## src/rtl/core/ppd_pkg.sv

```systemverilog
// Shared types and constants of the peak-preserving decimator.
// Used by the channel interfaces, the register block, the bucket datapath
// and the top level. No dependencies.
package ppd_pkg;

  // Field and counter widths
  localparam int SAMPLE_WIDTH     = 16;
  localparam int MAX_FRAME        = 65536;
  localparam int MAX_POINTS_LIMIT = 4096;
  localparam int FRAME_W          = 17;
  localparam int POINTS_W         = 13;
  localparam int CNT_W            = 16;
  localparam int ACC_W            = 19;
  localparam int PADDR_W          = 3;
  localparam int PDATA_W          = 32;

  // Register reset values
  localparam logic [FRAME_W-1:0]  FRAME_LENGTH_RESET = FRAME_W'(4096);
  localparam logic [POINTS_W-1:0] MAX_POINTS_RESET   = POINTS_W'(2048);

  // Register indexes, taken from paddr[2]
  typedef enum logic {
    REG_FRAME_LENGTH = 1'b0,
    REG_MAX_POINTS   = 1'b1
  } reg_idx_t;

  typedef logic signed [SAMPLE_WIDTH-1:0] sample_t;

  // Effective configuration seen by the datapath
  typedef struct packed {
    logic [FRAME_W-1:0]  n;
    logic [POINTS_W-1:0] m;
    logic                pass;
  } cfg_t;

  // One preview point plus its presence flag
  typedef struct packed {
    logic                 has;
    sample_t              value;
    logic                 finite;
    logic [CNT_W-1:0]     number;
    logic                 last;
  } point_t;

endpackage

```

## src/rtl/core/ppd_smp_if.sv

```systemverilog
// Sample channel of the peak-preserving decimator: valid/ready plus payload.
// Depends on ppd_pkg for the sample type.
interface ppd_smp_if;
  logic             valid;
  logic             ready;
  ppd_pkg::sample_t sample_value;
  logic             sample_finite;

  modport source (output valid, sample_value, sample_finite, input ready);
  modport sink   (input valid, sample_value, sample_finite, output ready);
endinterface

```

## src/rtl/core/ppd_pt_if.sv

```systemverilog
// Preview point channel of the peak-preserving decimator.
// Depends on ppd_pkg for the sample type and widths.
interface ppd_pt_if;
  logic                        valid;
  logic                        ready;
  ppd_pkg::sample_t            point_value;
  logic                        point_finite;
  logic [ppd_pkg::CNT_W-1:0]   point_number;
  logic                        frame_last;

  modport source (output valid, point_value, point_finite, point_number, frame_last,
                  input ready);
  modport sink   (input valid, point_value, point_finite, point_number, frame_last,
                  output ready);
endinterface

```

## src/rtl/core/peak_preserving_decimator.sv

```systemverilog
// Peak-preserving decimator, top level. Uses ppd_pkg, ppd_smp_if, ppd_pt_if,
// ppd_cfg and ppd_bucket.
//
// Samples enter on in_smp (valid/ready); one transfer per sample. Preview
// points leave on out_pt, each with its index in the frame and a last-point
// flag. A frame of frame_length samples gives every sample back when it is
// no longer than max_points; otherwise it gives one point per bucket, the
// bucket extreme of larger magnitude (zero for a bucket with no finite sample).
// Registers are written over the APB-style port (0x0 frame_length,
// 0x4 max_points); any write restarts the frame, so write only while idle.
// A sample passes through an input register, then through the bucket logic
// into the output register. Throughput is one sample per cycle unless a
// held point on out_pt blocks a sample that produces a point.
// When out_pt stalls, a held point blocks only samples that produce a point;
// samples inside a bucket keep flowing. Synchronous active-low reset clears
// both valid flags, the counters and the bucket, and restores register defaults.
module peak_preserving_decimator (
  input  logic                         clk,
  input  logic                         rst_n,
  ppd_smp_if.sink                      in_smp,
  ppd_pt_if.source                     out_pt,
  input  logic                         psel,
  input  logic                         penable,
  input  logic                         pwrite,
  input  logic [ppd_pkg::PADDR_W-1:0]  paddr,
  input  logic [ppd_pkg::PDATA_W-1:0]  pwdata,
  output logic [ppd_pkg::PDATA_W-1:0]  prdata,
  output logic                         pready
);
  import ppd_pkg::*;

  cfg_t    cfg;
  logic    restart;
  point_t  point;

  logic    s1_valid_r, s1_valid_nxt;
  sample_t s1_value_r;
  logic    s1_finite_r;
  logic    s1_adv;
  logic    in_xfer;
  logic    load;

  logic    out_valid_r, out_valid_nxt;
  point_t  out_r;

  ppd_cfg u_cfg (
    .clk     (clk),
    .rst_n   (rst_n),
    .psel    (psel),
    .penable (penable),
    .pwrite  (pwrite),
    .paddr   (paddr),
    .pwdata  (pwdata),
    .prdata  (prdata),
    .pready  (pready),
    .cfg     (cfg),
    .restart (restart)
  );

  ppd_bucket u_bucket (
    .clk           (clk),
    .rst_n         (rst_n),
    .cfg           (cfg),
    .restart       (restart),
    .step          (s1_adv),
    .sample_value  (s1_value_r),
    .sample_finite (s1_finite_r),
    .point         (point)
  );

  // Advance the input stage unless its point has nowhere to go
  assign s1_adv       = s1_valid_r & (~point.has | ~out_valid_r | out_pt.ready);
  assign in_smp.ready = ~s1_valid_r | s1_adv;
  assign in_xfer      = in_smp.valid & in_smp.ready;
  assign load         = s1_adv & point.has;

  always_comb begin
    s1_valid_nxt = in_xfer ? 1'b1 : (s1_adv ? 1'b0 : s1_valid_r);
    if (load)
      out_valid_nxt = 1'b1;
    else if (out_pt.ready)
      out_valid_nxt = 1'b0;
    else
      out_valid_nxt = out_valid_r;
  end

  // Control state
  always_ff @(posedge clk) begin
    if (!rst_n) begin
      s1_valid_r  <= 1'b0;
      out_valid_r <= 1'b0;
    end else begin
      s1_valid_r  <= s1_valid_nxt;
      out_valid_r <= out_valid_nxt;
    end
  end

  // Payload registers
  always_ff @(posedge clk) begin
    if (in_xfer) begin
      s1_value_r  <= in_smp.sample_value;
      s1_finite_r <= in_smp.sample_finite;
    end
    if (load) begin
      out_r <= point;
    end
  end

  assign out_pt.valid        = out_valid_r;
  assign out_pt.point_value  = out_r.value;
  assign out_pt.point_finite = out_r.finite;
  assign out_pt.point_number = out_r.number;
  assign out_pt.frame_last   = out_r.last;
endmodule

```

## src/rtl/core/ppd_cfg.sv

```systemverilog
// APB-style register block: frame_length and max_points, clamped views.
// Pulses a frame restart on every register write. Depends on ppd_pkg.
module ppd_cfg (
  input  logic                         clk,
  input  logic                         rst_n,
  input  logic                         psel,
  input  logic                         penable,
  input  logic                         pwrite,
  input  logic [ppd_pkg::PADDR_W-1:0]  paddr,
  input  logic [ppd_pkg::PDATA_W-1:0]  pwdata,
  output logic [ppd_pkg::PDATA_W-1:0]  prdata,
  output logic                         pready,
  output ppd_pkg::cfg_t                cfg,
  output logic                         restart
);
  import ppd_pkg::*;

  logic [FRAME_W-1:0]  frame_length_r;
  logic [POINTS_W-1:0] max_points_r;
  logic                wr_en;
  reg_idx_t            idx;

  assign pready  = 1'b1;
  assign wr_en   = psel & penable & pwrite;
  assign idx     = reg_idx_t'(paddr[2]);
  assign restart = wr_en;

  // Register writes
  always_ff @(posedge clk) begin
    if (!rst_n) begin
      frame_length_r <= FRAME_LENGTH_RESET;
      max_points_r   <= MAX_POINTS_RESET;
    end else if (wr_en) begin
      case (idx)
        REG_FRAME_LENGTH: frame_length_r <= pwdata[FRAME_W-1:0];
        REG_MAX_POINTS:   max_points_r   <= pwdata[POINTS_W-1:0];
        default: ;
      endcase
    end
  end

  // Readback
  always_comb begin
    case (idx)
      REG_FRAME_LENGTH: prdata = PDATA_W'(frame_length_r);
      REG_MAX_POINTS:   prdata = PDATA_W'(max_points_r);
      default:          prdata = '0;
    endcase
  end

  // Clamp: zero acts as one, oversize acts as the limit
  always_comb begin
    if (frame_length_r == '0)
      cfg.n = FRAME_W'(1);
    else if (frame_length_r > FRAME_W'(MAX_FRAME))
      cfg.n = FRAME_W'(MAX_FRAME);
    else
      cfg.n = frame_length_r;

    if (max_points_r == '0)
      cfg.m = POINTS_W'(1);
    else if (max_points_r > POINTS_W'(MAX_POINTS_LIMIT))
      cfg.m = POINTS_W'(MAX_POINTS_LIMIT);
    else
      cfg.m = max_points_r;

    cfg.pass = (cfg.n <= FRAME_W'(cfg.m));
  end
endmodule

```

## src/rtl/core/ppd_bucket.sv

```systemverilog
// Bucket datapath: sample counter, boundary accumulator, running min/max
// and the point it yields for the registered sample. Depends on ppd_pkg.
module ppd_bucket (
  input  logic              clk,
  input  logic              rst_n,
  input  ppd_pkg::cfg_t     cfg,
  input  logic              restart,
  input  logic              step,
  input  ppd_pkg::sample_t  sample_value,
  input  logic              sample_finite,
  output ppd_pkg::point_t   point
);
  import ppd_pkg::*;

  logic [CNT_W-1:0]        cnt_r, cnt_nxt;
  logic signed [ACC_W-1:0] acc_r, acc_nxt;
  logic [CNT_W-1:0]        pnum_r, pnum_nxt;
  sample_t                 min_r, min_nxt;
  sample_t                 max_r, max_nxt;
  logic                    has_r, has_nxt;

  logic [FRAME_W-1:0]      j1;
  logic                    last;
  sample_t                 min_upd, max_upd;
  logic                    has_upd;
  logic signed [ACC_W-1:0] m_s, n_s, t, t2;
  logic                    emit;
  logic [SAMPLE_WIDTH:0]   amax, amin, mx_ext, mn_ext;
  sample_t                 pick;

  localparam sample_t MOST_POS = {1'b0, {(SAMPLE_WIDTH-1){1'b1}}};
  localparam sample_t MOST_NEG = {1'b1, {(SAMPLE_WIDTH-1){1'b0}}};

  always_comb begin
    // Frame position
    j1   = FRAME_W'(cnt_r) + FRAME_W'(1);
    last = (j1 >= cfg.n);

    // Fold the sample into the bucket extremes
    min_upd = min_r;
    max_upd = max_r;
    if (sample_finite) begin
      if (sample_value < min_r) min_upd = sample_value;
      if (sample_value > max_r) max_upd = sample_value;
    end
    has_upd = has_r | sample_finite;

    // Bucket boundary test
    m_s  = $signed(ACC_W'(cfg.m));
    n_s  = $signed(ACC_W'(cfg.n));
    t    = acc_r + m_s;
    t2   = t + m_s;
    emit = last || (t2 > n_s);

    // Extreme of larger magnitude, max on a tie
    mx_ext = {max_upd[SAMPLE_WIDTH-1], max_upd};
    mn_ext = {min_upd[SAMPLE_WIDTH-1], min_upd};
    amax   = mx_ext[SAMPLE_WIDTH] ? (~mx_ext + 1'b1) : mx_ext;
    amin   = mn_ext[SAMPLE_WIDTH] ? (~mn_ext + 1'b1) : mn_ext;
    if (!has_upd)
      pick = '0;
    else if (amax >= amin)
      pick = max_upd;
    else
      pick = min_upd;

    // Result
    if (cfg.pass) begin
      point.has    = 1'b1;
      point.value  = sample_value;
      point.finite = sample_finite;
      point.number = cnt_r;
    end else begin
      point.has    = emit;
      point.value  = pick;
      point.finite = 1'b1;
      point.number = pnum_r;
    end
    point.last = last;

    // Next state
    cnt_nxt  = last ? '0 : j1[CNT_W-1:0];
    acc_nxt  = acc_r;
    pnum_nxt = pnum_r;
    min_nxt  = min_r;
    max_nxt  = max_r;
    has_nxt  = has_r;
    if (!cfg.pass) begin
      if (emit) begin
        acc_nxt  = t - n_s;
        pnum_nxt = pnum_r + CNT_W'(1);
        min_nxt  = MOST_POS;
        max_nxt  = MOST_NEG;
        has_nxt  = 1'b0;
      end else begin
        acc_nxt  = t;
        min_nxt  = min_upd;
        max_nxt  = max_upd;
        has_nxt  = has_upd;
      end
    end
    // Restart counters at the end of a frame
    if (last) begin
      acc_nxt  = '0;
      pnum_nxt = '0;
      min_nxt  = MOST_POS;
      max_nxt  = MOST_NEG;
      has_nxt  = 1'b0;
    end
  end

  always_ff @(posedge clk) begin
    if (!rst_n || restart) begin
      cnt_r  <= '0;
      acc_r  <= '0;
      pnum_r <= '0;
      min_r  <= MOST_POS;
      max_r  <= MOST_NEG;
      has_r  <= 1'b0;
    end else if (step) begin
      cnt_r  <= cnt_nxt;
      acc_r  <= acc_nxt;
      pnum_r <= pnum_nxt;
      min_r  <= min_nxt;
      max_r  <= max_nxt;
      has_r  <= has_nxt;
    end
  end
endmodule
```

## src/flat_wrapper.sv

```systemverilog
// flat-port wrapper written by rule: the top's interface ports become plain ports
module peak_preserving_decimator_flat import ppd_pkg::*;
  (clk, rst_n, psel, penable, pwrite, paddr, pwdata, prdata, pready, in_smp_valid, in_smp_sample_value, in_smp_sample_finite, in_smp_ready, out_pt_valid, out_pt_point_value, out_pt_point_finite, out_pt_point_number, out_pt_frame_last, out_pt_ready);
  ppd_smp_if in_smp_i ();
  ppd_pt_if out_pt_i ();
  input  logic clk;
  input  logic rst_n;
  input  logic psel;
  input  logic penable;
  input  logic pwrite;
  input  logic [ppd_pkg::PADDR_W-1:0] paddr;
  input  logic [ppd_pkg::PDATA_W-1:0] pwdata;
  output logic [ppd_pkg::PDATA_W-1:0] prdata;
  output logic pready;
  input wire logic [$bits(in_smp_i.valid)-1:0] in_smp_valid;
  input wire logic [$bits(in_smp_i.sample_value)-1:0] in_smp_sample_value;
  input wire logic [$bits(in_smp_i.sample_finite)-1:0] in_smp_sample_finite;
  output wire logic [$bits(in_smp_i.ready)-1:0] in_smp_ready;
  output wire logic [$bits(out_pt_i.valid)-1:0] out_pt_valid;
  output wire logic [$bits(out_pt_i.point_value)-1:0] out_pt_point_value;
  output wire logic [$bits(out_pt_i.point_finite)-1:0] out_pt_point_finite;
  output wire logic [$bits(out_pt_i.point_number)-1:0] out_pt_point_number;
  output wire logic [$bits(out_pt_i.frame_last)-1:0] out_pt_frame_last;
  input wire logic [$bits(out_pt_i.ready)-1:0] out_pt_ready;
  assign in_smp_i.valid = in_smp_valid;
  assign in_smp_i.sample_value = in_smp_sample_value;
  assign in_smp_i.sample_finite = in_smp_sample_finite;
  assign in_smp_ready = in_smp_i.ready;
  assign out_pt_valid = out_pt_i.valid;
  assign out_pt_point_value = out_pt_i.point_value;
  assign out_pt_point_finite = out_pt_i.point_finite;
  assign out_pt_point_number = out_pt_i.point_number;
  assign out_pt_frame_last = out_pt_i.frame_last;
  assign out_pt_i.ready = out_pt_ready;
  peak_preserving_decimator u_core (.clk(clk), .rst_n(rst_n), .in_smp(in_smp_i), .out_pt(out_pt_i), .psel(psel), .penable(penable), .pwrite(pwrite), .paddr(paddr), .pwdata(pwdata), .prdata(prdata), .pready(pready));
endmodule
```

## config.mk

```make
export PLATFORM = sky130hd
export DESIGN_NAME = peak_preserving_decimator_flat
export DESIGN_NICKNAME = d
export VERILOG_FILES = /design/src/rtl/core/ppd_pkg.sv /design/src/rtl/core/ppd_smp_if.sv /design/src/rtl/core/ppd_pt_if.sv /design/src/rtl/core/peak_preserving_decimator.sv /design/src/rtl/core/ppd_cfg.sv /design/src/rtl/core/ppd_bucket.sv /design/src/flat_wrapper.sv
export SDC_FILE = /design/constraint.sdc
export NUM_CORES = 1
export LEC_CHECK = 0
export BUFFER_PORTS_ARGS = -buffer_cell sky130_fd_sc_hd__buf_4
export CORE_ASPECT_RATIO = 1.5
export CORE_UTILIZATION = 45
export DETAILED_ROUTE_END_ITERATION = 8
export PLACE_DENSITY = 0.71
export SYNTH_ARGS = -nofsm -noshare
export SYNTH_HDL_FRONTEND = slang
export SYNTH_SLANG_ARGS = --single-unit
```

## constraint.sdc

```tcl
create_clock -name clk -period 8.8 [get_ports clk]
set_input_delay 0.88 -clock clk [delete_from_list [all_inputs] [get_ports clk]]
set_output_delay 0.88 -clock clk [all_outputs]
set_load 0.1 [all_outputs]
```

==> results by group, run 1 <==
Clock network
  • Root buffer selected by CTS: clkbuf_16
  • Post-cts resize count: 0
  • Sinks on the clock net: 167
  • Cts hold-fix bufs: 0
  • CTS tree: yes
  • Clock buffer depth: 2
  • Total CTS buffers: 17
  • H-tree levels: 4
  • Clock transition at the registers of the reported paths: 70 ps
  • Clk_lat worst skew: 450 ps
  • Post-CTS setup buffer count: 0

Power and ir drop
  • Leak pwr: 6.59 nW
  • Maximum VDD drop: 0.000431 V
  • Clk pwr share: 15.8%
  • Seq pwr share: 21.9%
  • Comb power frac: 62.3%
  • Cell internal pwr: 0.00247 W
  • PD cells: 336 nW/um2
  • Sw Share: 50.1%
  • Sw power: 0.00248 W

Timing
  • Crit path time final: 8300 ps
  • Count of final hold-check violations: 0
  • Final period util: 94.3%
  • Max_slew headroom: 18.5%
  • Final setup vio count: 0
  • Worst slew pin tran: 1220 ps
  • Hold Slack: 467 ps
  • RSZ-0062 raised after global routing: false
  • Setup total negative slack: 0 ps
  • Final Max Tran Viols: 0
  • Final setup margin: 498 ps
  • Clock skew: 15.5 ps
  • Highest clock rate: 120 MHz

Placed design
  • Gp weighted congestion: 0.972
  • Port Buffers: 94
  • Dpl hpwl: 28200 um
  • Dpl cells: 1990
  • Dpl ws: 1110 ps

Layout
  • Filler-free cell count of the finished design: 2022
  • Post-layout util: 51.3%
  • Commonest non-fill, non-tap cell in the layout: nand2_1
  • Antenna Cells: 0
  • Fin nets: 1823
  • Share of cells above drive strength 1: 11.3%
  • Area grow syn2layout: 12.4%
  • Most frequent cells in the layout: nand2_1, ha_1, dfxtp_1
  • FILL cells: 2723

Drt
  • Routed vias: 11800
  • Initial DRC count: 643
  • DRT Wirelength: 37400 um
  • Final ANT Viol Nets: 0
  • Drt pass-1 iters: 5
  • Remaining DRCs: 0
  • Vias/cell: 5.84
  • Routed len/inst: 18.5 um

Worst setup path
  • Crit path arrival time: 7420 ps
  • Crit path required time: 7920 ps
  • Crit-path slowest cell: fa_1
  • Setup crit start kind: register
  • FF-to-FF setup slack: 980 ps
  • Setup crit end: in_smp_ready
  • Crit-path max cell delay: 450 ps
  • Launch instance of the worst register-to-register path: u_core.u_cfg.max_points_r[11]
  • Kind of critical path: reg -> out
  • Element type at the critical path end: output port
  • Worst reg-to-reg path cell count: 32
  • CP max FO: 6
  • FF-to-FF End: u_core.u_bucket.acc_r[10]
  • Setup crit start: u_core.u_cfg.max_points_r[11]
  • CP dominant cell by count: a21oi_1

GRT
  • GR peak layer: met2
  • Grt met2 use: 47.9%
  • M3 GR Usage: 3.67%
  • Largest net degree at the start of global routing: 42
  • Vias in the first global route: 12000
  • GRT overflow: 0
  • Total GRT Usage: 25.7%
  • Antenna violations before repair: 0
  • Met1 Use GR: 25.9%
  • First-pass GRT wire length: 59800 um

Logic synthesis
  • Mapped Area: 13100 um2
  • Gate count of the mapped netlist: 1549
  • Library cells used by synthesis: 76
  • Syn Area/Cell: 8.46 um2
  • Post-synthesis sequential area ratio: 29.4%
  • Flops & latches, synth: 167
  • Ys Warns: 0
  • Post-synth ARST share: 0%
  • Primary FF master, synth: dfxtp_1
  • Post-synth EDFFs: 51

Die
  • Die Area: 29800 um2
  • IO Pins: 128
  • Initial Util: 45.6%
  • Die Wd: 141 um
  • Die height: 211 um
  • # rows: 76
  • Core box area: 28700 um2

Status
  • Status: complete, no violations

Worst hold path
  • Worst hold path class: reg -> reg

Run
  • Number of max-cap violations: 0
## Yosys cell counts (all sizes together) (5+ instances only)
master   instances  area, um2
edfxtp          51       1530
o2111ai          7       61.3
a2111oi          5       68.8
clkbuf          29        109
nand3           43        230
inv             87        327
nand4           16        100
and2            11       68.8
a21oi           91        470
a31oi           19        125
o21ai           63        315
nor2b           20        125
xor2            23        201
nor3            21        116
mux2            17        191
xnor2           57        507
o21bai           8       60.1
o211ai          20        150
nand2          224        843
mux2i           61        611
o41ai            7       87.6
nand2b          12       75.1
and3            18        113
a211oi          29        223
ha             142       1780
a22o            18        158
a21o            34        255
nor2           103        389
o2bb2ai         14        123
o21a            25        188
nand3b           8       60.1
buf             46        282
dfxtp          116       2320
a21boi          31        233
nor4             8       50.1
o31ai           11       82.6
or3             12       75.1
## sequential cells by signal (all words and copies together), names as in the netlist, 13 cells and up
signal / flops
u_core.u_cfg.max_points_r: 13
u_core.s1_value_r: 16
u_core.u_bucket.pnum_r: 16
u_core.u_bucket.acc_r: 19
u_core.u_bucket.min_r: 16
u_core.out_pt.point_number: 16
u_core.out_pt.point_value: 16
u_core.u_cfg.frame_length_r: 17
u_core.u_bucket.cnt_r: 16
u_core.u_bucket.max_r: 16
## per-layer routing
metal | vias to the layer above | routed length (um)
met4 | 0 | 2440
met3 | 123 | 1570
li1 | 5724 | -
met5 | - | 0
met2 | 357 | 19500
met1 | 5609 | 13900
## how the worst min path moves through the flow
| stage | start | cells after the start | to |
|---|---|---|---|
| after CTS | u_core.u_bucket.pnum_r[15] | 1 | u_core.u_bucket.pnum_r[15] |
| after floorplan | u_core.u_bucket.pnum_r[15] | 1 | u_core.u_bucket.pnum_r[15] |
| final | u_core.u_bucket.pnum_r[15] | 1 | u_core.u_bucket.pnum_r[15] |
| after global placement | u_core.u_bucket.acc_r[5] | 1 | u_core.u_bucket.acc_r[5] |
| after global routing | u_core.u_bucket.acc_r[3] | 1 | u_core.u_bucket.acc_r[3] |
| after detailed placement | u_core.u_bucket.acc_r[3] | 1 | u_core.u_bucket.acc_r[3] |
## worst max-delay path: cells and delay by family, from the launching register on
kind                     cells  cell delay [ps]
AO/OA/AOI/OAI               17             3510
AND/OR/NAND/NOR              5              880
buffers and inverters        2              410
XOR/XNOR                     2              420
adder cells (fa/ha/maj)      4             1320
flip-flops                   1              410
## layout make-up
cell class / instances / area [um2] / area share (%)
repair buffers: 110 / 826 / 5.61
flip-flops and latches: 167 / 3850 / 26.2
clock buffers: 17 / 425 / 2.89
clock inverters: 15 / 174 / 1.18
inverters: 87 / 327 / 2.22
well taps: 390 / 488 / 3.32
multi-input cells: 1236 / 8630 / 58.6
## power by group through the flow
| stage | logic, W | registers [W] | clock network, W |
|---|---|---|---|
| floorplan | 0.00202 | 0.00153 | 0 |
| global placement | 0.00299 | 0.00109 | 0 |
| detailed placement | 0.00304 | 0.00110 | 0 |
| CTS | 0.00306 | 0.00108 | 0.000786 |
| global route | 0.00334 | 0.00110 | 0.000819 |
| finish | 0.00308 | 0.00108 | 0.000782 |
## stage by stage
stage / cell area (um2) / total power (W)
finish: 14700 / 0.00495
global placement: 14100 / 0.00408
global route: 14700 / 0.00525
detailed placement: 14100 / 0.00414
CTS: 14700 / 0.00493
floorplan: 13200 / 0.00355
## kinds of logic (layout without fill, tap and decap cells)
logic type	count (synthesis)	after routing	synth area share (%)
muxes	78	78	6.12
DFF	167	167	29.4
other	2	18	0.0573
AOI/OAI and AO/OA	406	406	21.6
xor gates and xnor gates	80	80	5.41
adders and majority gates	145	145	14.0
and+or+nand+nor	509	509	17.9
buffers and inverters	162	229	5.47
Note: power is estimated with default switching activity, not from simulation.
==> inputs of run 2 (changes only) <==
--- a/config.mk
+++ b/config.mk
@@ -5,7 +5,7 @@
 export SDC_FILE = /design/constraint.sdc
 export NUM_CORES = 1
 export LEC_CHECK = 0
-export BUFFER_PORTS_ARGS = -buffer_cell sky130_fd_sc_hd__buf_4
+export BUFFER_PORTS_ARGS = -buffer_cell sky130_fd_sc_hd__clkbuf_2
 export CORE_ASPECT_RATIO = 1.5
 export CORE_UTILIZATION = 45
 export DETAILED_ROUTE_END_ITERATION = 8
==> run 2 against run 1 <==
Effect of this change: fmax up 0.65%; via count down 0.95%; critical path depth unchanged; hold slack better by 6.9 ps; sequential share of layout area up 0.39 points; cell area down 1.5%; largest cell class unchanged; highest routed layer unchanged.
==> results by group, run 2 (synthesis results as in run 1) <==
Worst setup path
  • Delay-heaviest family, CP: compound AO/OA/AOI/OAI gates (unchanged)
  • Kind of critical path: reg -> out (unchanged)
  • Launch instance of the worst register-to-register path: u_core.u_cfg.max_points_r[4] (was u_core.u_cfg.max_points_r[11])
  • Setup crit start kind: register (unchanged)
  • CP bufs+invs: 2 (unchanged)
  • Setup crit start: u_core.u_cfg.max_points_r[4] (was u_core.u_cfg.max_points_r[11])
  • CP dominant cell by count: a21oi_1 (unchanged)
  • Element type at the critical path end: output port (unchanged)
  • Crit path required time: 7920 ps (about the same)
  • Crit-path max cell delay: 450 ps (about the same)
  • Crit path arrival time: 7370 ps (was 7420 ps)
  • Crit-path slowest cell: fa_1 (unchanged)
  • CP max FO: 6 (unchanged)

Clock network
  • Cts hold-fix bufs: 0 (unchanged)
  • Clk_lat worst skew: 450 ps (about the same)
  • Clock transition at the registers of the reported paths: 70 ps (about the same)
  • H-tree levels: 4 (unchanged)
  • Clock buffer depth: 2 (unchanged)
  • Sinks on the clock net: 167 (unchanged)
  • Root buffer selected by CTS: clkbuf_16 (unchanged)
  • Total CTS buffers: 17 (unchanged)
  • CTS tree: yes (unchanged)

Placed design
  • Dpl hpwl: 28100 um (was 28200 um)
  • Port Buffers: 94 (unchanged)
  • Post-DP Area: 13900 um2 (was 14100 um2)
  • Gp weighted congestion: 0.930 (was 0.972)

Die
  • Die Area: 29800 um2 (unchanged)
  • Die Wd: 141 um (unchanged)
  • IO Pins: 128 (unchanged)
  • Initial Util: 45.6% (unchanged)
  • # rows: 76 (unchanged)
  • Core box area: 28700 um2 (unchanged)
  • Die height: 211 um (unchanged)

Drt
  • Initial DRC count: 708 (was 643)
  • Routed len/inst: 18.3 um (was 18.5 um)
  • Routed vias: 11700 (was 11800)
  • Remaining DRCs: 0 (unchanged)
  • Final ANT Viol Nets: 0 (unchanged)
  • DRT Wirelength: 37100 um (was 37400 um)
  • Drt pass-1 iters: 5 (unchanged)
  • Vias/cell: 5.78 (was 5.84)

Timing
  • Setup total negative slack: 0 ps (unchanged)
  • Final period util: 93.7% (was 94.3%)
  • Count of final hold-check violations: 0 (unchanged)
  • Hold Slack: 474 ps (was 467 ps)
  • Crit path time final: 8250 ps (was 8300 ps)
  • Final Max Tran Viols: 0 (unchanged)
  • Worst slew pin tran: 1170 ps (was 1220 ps)
  • Highest clock rate: 121 MHz (was 120 MHz)
  • Final setup vio count: 0 (unchanged)
  • RSZ-0062 raised after global routing: false (unchanged)
  • Clock skew: 14.0 ps (was 15.5 ps)
  • Max_slew headroom: 21.9% (was 18.5%)

Layout
  • Antenna Cells: 0 (unchanged)
  • Final instance area: 14500 um2 (was 14700 um2)
  • Most flops, register: u_core.u_bucket.acc_r (unchanged)
  • Most frequent cells in the layout: nand2_1, ha_1, dfxtp_1 (unchanged)
  • Area grow syn2layout: 10.7% (was 12.4%)
  • Multi-input gate area: 8630 um2 (unchanged)
  • Biggest regs: u_core.u_bucket.acc_r: 19 flops, u_core.u_cfg.frame_length_r: 17 flops (unchanged)
  • Fin nets: 1824 (was 1823)
  • FILL cells: 2812 (was 2723)
  • Commonest non-fill, non-tap cell in the layout: nand2_1 (unchanged)
  • Post-layout util: 50.5% (was 51.3%)
  • Largest register FFs: 19 (unchanged)
  • Share of cells above drive strength 1: 11.3% (about the same)
  • Sequential Area: 3850 um2 (unchanged)

Power and ir drop
  • Leak pwr: 6.53 nW (was 6.59 nW)
  • Seq pwr share: 22.1% (was 21.9%)
  • Cell internal pwr: 0.00242 W (was 0.00247 W)
  • Sw Share: 50.5% (was 50.1%)
  • Comb power frac: 62.0% (was 62.3%)
  • PD cells: 338 nW/um2 (was 336 nW/um2)
  • Sw power: 0.00248 W (about the same)
  • Maximum VDD drop: 0.000443 V (was 0.000431 V)
  • Clk pwr share: 15.9% (was 15.8%)

Worst hold path
  • HP Start: u_core.u_bucket.has_r (was u_core.u_bucket.pnum_r[15])
  • Worst hold path class: reg -> reg (unchanged)

GRT
  • First-pass GRT wire length: 59300 um (was 59800 um)
  • GRT overflow: 0 (unchanged)
  • Antenna violations before repair: 0 (unchanged)
  • Total GRT Usage: 25.4% (was 25.7%)
  • Vias in the first global route: 11700 (was 12000)
  • Largest net degree at the start of global routing: 42 (unchanged)

Status
  • Status: complete, no violations (unchanged)

Run
  • Number of max-cap violations: 0 (unchanged)
run 2: path summary, 6_finish.rpt:
path                         endpoint  slack, ps  depth (start not counted)
max reg2reg  u_core.u_bucket.acc_r[2]       1000                         32
max                      in_smp_ready        550                         30
min             u_core.u_bucket.has_r        470                          2
min reg2reg     u_core.u_bucket.has_r        470                          2
run 2: area by class of cell:
cell class	instances	share of cell area (%)
inverters	87	2.25
multi-input cells	1236	59.5
repair buffers	111	4.17
flip-flops and latches	167	26.6
well taps	390	3.36
clock inverters	15	1.23
clock buffers	17	2.93
run 2: per-stage QoR:
stage               setup slack [ps]  total power (W)  std cells
global route                    24.3          0.00522       2023
detailed placement               946          0.00410       1991
global placement                1050          0.00404       1991
floorplan                       1650          0.00355       1565
CTS                              416          0.00489       2023
finish                           551          0.00490       2023
run 2: per-layer routing:
metal,vias to the layer above,track usage (%),wire length [um]
li1,5714,-,-
met1,5524,25.8,13800
met2,338,47.2,19400
met3,125,3.45,1360
met4,0,18.3,2560
met5,-,0,0
run 2: power groups by stage:
stage	sequential (W)	combinational, W	clock [W]
floorplan	0.00153	0.00202	0
global placement	0.00110	0.00294	0
detailed placement	0.00110	0.00300	0
CTS	0.00108	0.00302	0.000790
global route	0.00110	0.00331	0.000818
finish	0.00108	0.00304	0.000780
run 2: timing repair:
item / 4_1_cts / 5_1_grt
buffers inserted: 0 / 0
endpoints found under the setup margin: 0 / 1
resized for setup: 0 / 4
run 2: tightest hold or removal path, cell delays in order (launching register included):
cell and delay [ps]:
dfxtp_1 330, a21oi_1 40, nor2_1 70
==> inputs of run 3 (changes only) <==
--- a/config.mk
+++ b/config.mk
@@ -7,9 +7,10 @@
 export LEC_CHECK = 0
 export BUFFER_PORTS_ARGS = -buffer_cell sky130_fd_sc_hd__clkbuf_2
 export CORE_ASPECT_RATIO = 1.5
-export CORE_UTILIZATION = 45
+export CORE_UTILIZATION = 60
 export DETAILED_ROUTE_END_ITERATION = 8
-export PLACE_DENSITY = 0.71
+export HOLD_SLACK_MARGIN = 0.08
+export PLACE_DENSITY = 0.89
 export SYNTH_ARGS = -nofsm -noshare
 export SYNTH_HDL_FRONTEND = slang
 export SYNTH_SLANG_ARGS = --single-unit
==> constraint.sdc (replaced) <==
create_clock -name clk -period 9.7 [get_ports clk]
set_input_delay 0.97 -clock clk [delete_from_list [all_inputs] [get_ports clk]]
set_output_delay 0.97 -clock clk [all_outputs]
set_load 0.1 [all_outputs]
==> run 3 against run 2 <==
Effect of this change: sequential share of layout area grew 0.39 points; setup slack gained 380 ps; power shrank 8.6%; sequential power shrank 9%; core utilization grew 17 points.
==> results by group, run 3 (synthesis results as in run 1) <==
GRT
  • Antenna violations before repair: 2 (was 0)
  • Total GRT Usage: 34.2% (was 25.4%)
  • First-pass GRT wire length: 59500 um (was 59300 um)
  • Vias in the first global route: 12200 (was 11700)
  • GRT overflow: 0 (unchanged)
  • Largest net degree at the start of global routing: 42 (unchanged)

Power and ir drop
  • Leak pwr: 6.50 nW (was 6.53 nW)
  • Clk pwr share: 15.2% (was 15.9%)
  • Sw power: 0.00231 W (was 0.00248 W)
  • PD cells: 313 nW/um2 (was 338 nW/um2)
  • Sw Share: 51.5% (was 50.5%)
  • Maximum VDD drop: 0.000376 V (was 0.000443 V)
  • Seq pwr share: 21.8% (was 22.1%)
  • Comb power frac: 62.9% (was 62.0%)
  • Cell internal pwr: 0.00217 W (was 0.00242 W)

Worst hold path
  • Worst hold path class: reg -> reg (unchanged)
  • HP Start: u_core.u_bucket.pnum_r[15] (was u_core.u_bucket.has_r)

Worst setup path
  • Kind of critical path: reg -> out (unchanged)
  • CP dominant cell by count: a21oi_1 (unchanged)
  • CP bufs+invs: 4 (was 2)
  • Setup crit start: u_core.u_cfg.max_points_r[12] (was u_core.u_cfg.max_points_r[4])
  • Crit path required time: 8730 ps (was 7920 ps)
  • Delay-heaviest family, CP: compound AO/OA/AOI/OAI gates (unchanged)
  • Element type at the critical path end: output port (unchanged)
  • Crit-path slowest cell: dfxtp_1 (was fa_1)
  • Launch instance of the worst register-to-register path: u_core.u_cfg.max_points_r[12] (was u_core.u_cfg.max_points_r[4])
  • Crit-path max cell delay: 560 ps (was 450 ps)
  • Crit path arrival time: 7800 ps (was 7370 ps)
  • Setup crit start kind: register (unchanged)
  • CP max FO: 12 (was 6)

Die
  • Die Area: 22400 um2 (was 29800 um2)
  • Die height: 183 um (was 211 um)
  • IO Pins: 128 (unchanged)
  • Core box area: 21200 um2 (was 28700 um2)
  • Die Wd: 123 um (was 141 um)
  • Initial Util: 61.7% (was 45.6%)
  • # rows: 65 (was 76)

Placed design
  • Port Buffers: 94 (unchanged)
  • Dpl hpwl: 27700 um (was 28100 um)
  • Post-DP Area: 13700 um2 (was 13900 um2)
  • Dpl ws: 1570 ps (was 946 ps)
  • Gp weighted congestion: 0.996 (was 0.930)

Layout
  • Share of cells above drive strength 1: 10.9% (was 11.3%)
  • Final instance area: 14300 um2 (was 14500 um2)
  • FILL cells: 1719 (was 2812)
  • Most frequent cells in the layout: nand2_1, ha_1, dfxtp_1 (unchanged)
  • Most flops, register: u_core.u_bucket.acc_r (unchanged)
  • Antenna Cells: 0 (unchanged)
  • Biggest regs: u_core.u_bucket.acc_r: 19 flops, u_core.u_cfg.frame_length_r: 17 flops (unchanged)
  • Area grow syn2layout: 9.09% (was 10.7%)
  • Fin nets: 1820 (was 1824)
  • Largest register FFs: 19 (unchanged)
  • Commonest non-fill, non-tap cell in the layout: nand2_1 (unchanged)

Timing
  • Final setup margin: 928 ps (was 551 ps)
  • Clock skew: 10.9 ps (was 14.0 ps)
  • Hold Slack: 477 ps (was 474 ps)
  • Final setup vio count: 0 (unchanged)
  • Highest clock rate: 114 MHz
  • Count of final hold-check violations: 0 (unchanged)
  • Worst slew pin tran: 1320 ps (was 1170 ps)
  • Max_slew headroom: 11.5% (was 21.9%)
  • Final period util: 90.4%
  • Crit path time final: 8770 ps
  • Setup total negative slack: 0 ps (unchanged)
  • Final Max Tran Viols: 0 (unchanged)
  • RSZ-0062 raised after global routing: false (unchanged)

Status
  • Status: complete, no violations (unchanged)

Clock network
  • H-tree levels: 4 (unchanged)
  • Post-cts resize count: 0 (unchanged)
  • Cts hold-fix bufs: 0 (unchanged)
  • Root buffer selected by CTS: clkbuf_16 (unchanged)
  • CTS tree: yes (unchanged)
  • Total CTS buffers: 17 (unchanged)
  • Clock buffer depth: 2 (unchanged)
  • Clock transition at the registers of the reported paths: 70 ps (about the same)
  • Clk_lat worst skew: 450 ps (about the same)
  • Sinks on the clock net: 167 (unchanged)
  • Post-CTS setup buffer count: 0 (unchanged)

Drt
  • Final ANT Viol Nets: 0 (unchanged)
  • DRT Wirelength: 37600 um (was 37100 um)
  • Routed len/inst: 19.8 um (was 18.3 um)
  • Drt pass-1 iters: 7 (was 5)
  • Vias/cell: 6.46 (was 5.78)
  • Routed vias: 12300 (was 11700)
  • Initial DRC count: 819 (was 708)
  • Remaining DRCs: 0 (unchanged)

Run
  • Number of max-cap violations: 0 (unchanged)
## run 3: layout make-up
class	count	area, um2	area share (%)
multi-input combinational	1236	8620	60.3
tap	268	335	2.35
inverter	87	327	2.29
timing repair buffer	107	568	3.97
clock buffer	18	429	3.00
sequential	167	3850	27.0
clock inverter	14	156	1.09
## run 3: final timing paths
path / slack (ps) / end / cells after the start
hold / removal: 480 / u_core.u_bucket.pnum_r[15] / 1
setup reg to reg: 1610 / u_core.u_bucket.pnum_r[14] / 29
hold reg to reg: 480 / u_core.u_bucket.pnum_r[15] / 1
setup / recovery: 930 / in_smp_ready / 28
## run 3: power by group through the flow
stage               logic, W  registers [W]  clock network [W]
global placement     0.00266       0.000983                  0
finish               0.00282       0.000979           0.000682
detailed placement   0.00273       0.000990                  0
CTS                  0.00277       0.000976           0.000683
global route         0.00301       0.000991           0.000712
floorplan            0.00183        0.00139                  0
## run 3: through the flow
step                utilization (%)  total power, W  cells
floorplan                         -         0.00322   1565
global placement               64.6         0.00364   1865
detailed placement             64.6         0.00372   1865
CTS                            67.3         0.00443   1897
global route                   67.3         0.00472   1897
finish                         67.3         0.00448   1897
## run 3: layer usage
metal	vias to the layer above	part of all wire (%)	track usage (%)
li1	5718	-	-
met5	-	0.069	0
met2	583	50	59.4
met3	186	6.7	7.59
met1	5760	35	34.5
met4	4	7.8	27.8
## run 3: worst register-to-register path: cells and delay by family (launching register included)
family                   cells  cell delay [ps]
adder cells (fa/ha/maj)      3             1130
AO/OA/AOI/OAI               17             4670
buffers and inverters        4              830
XOR/XNOR                     2              440
AND/OR/NAND/NOR              3              390
flip-flops                   1              560
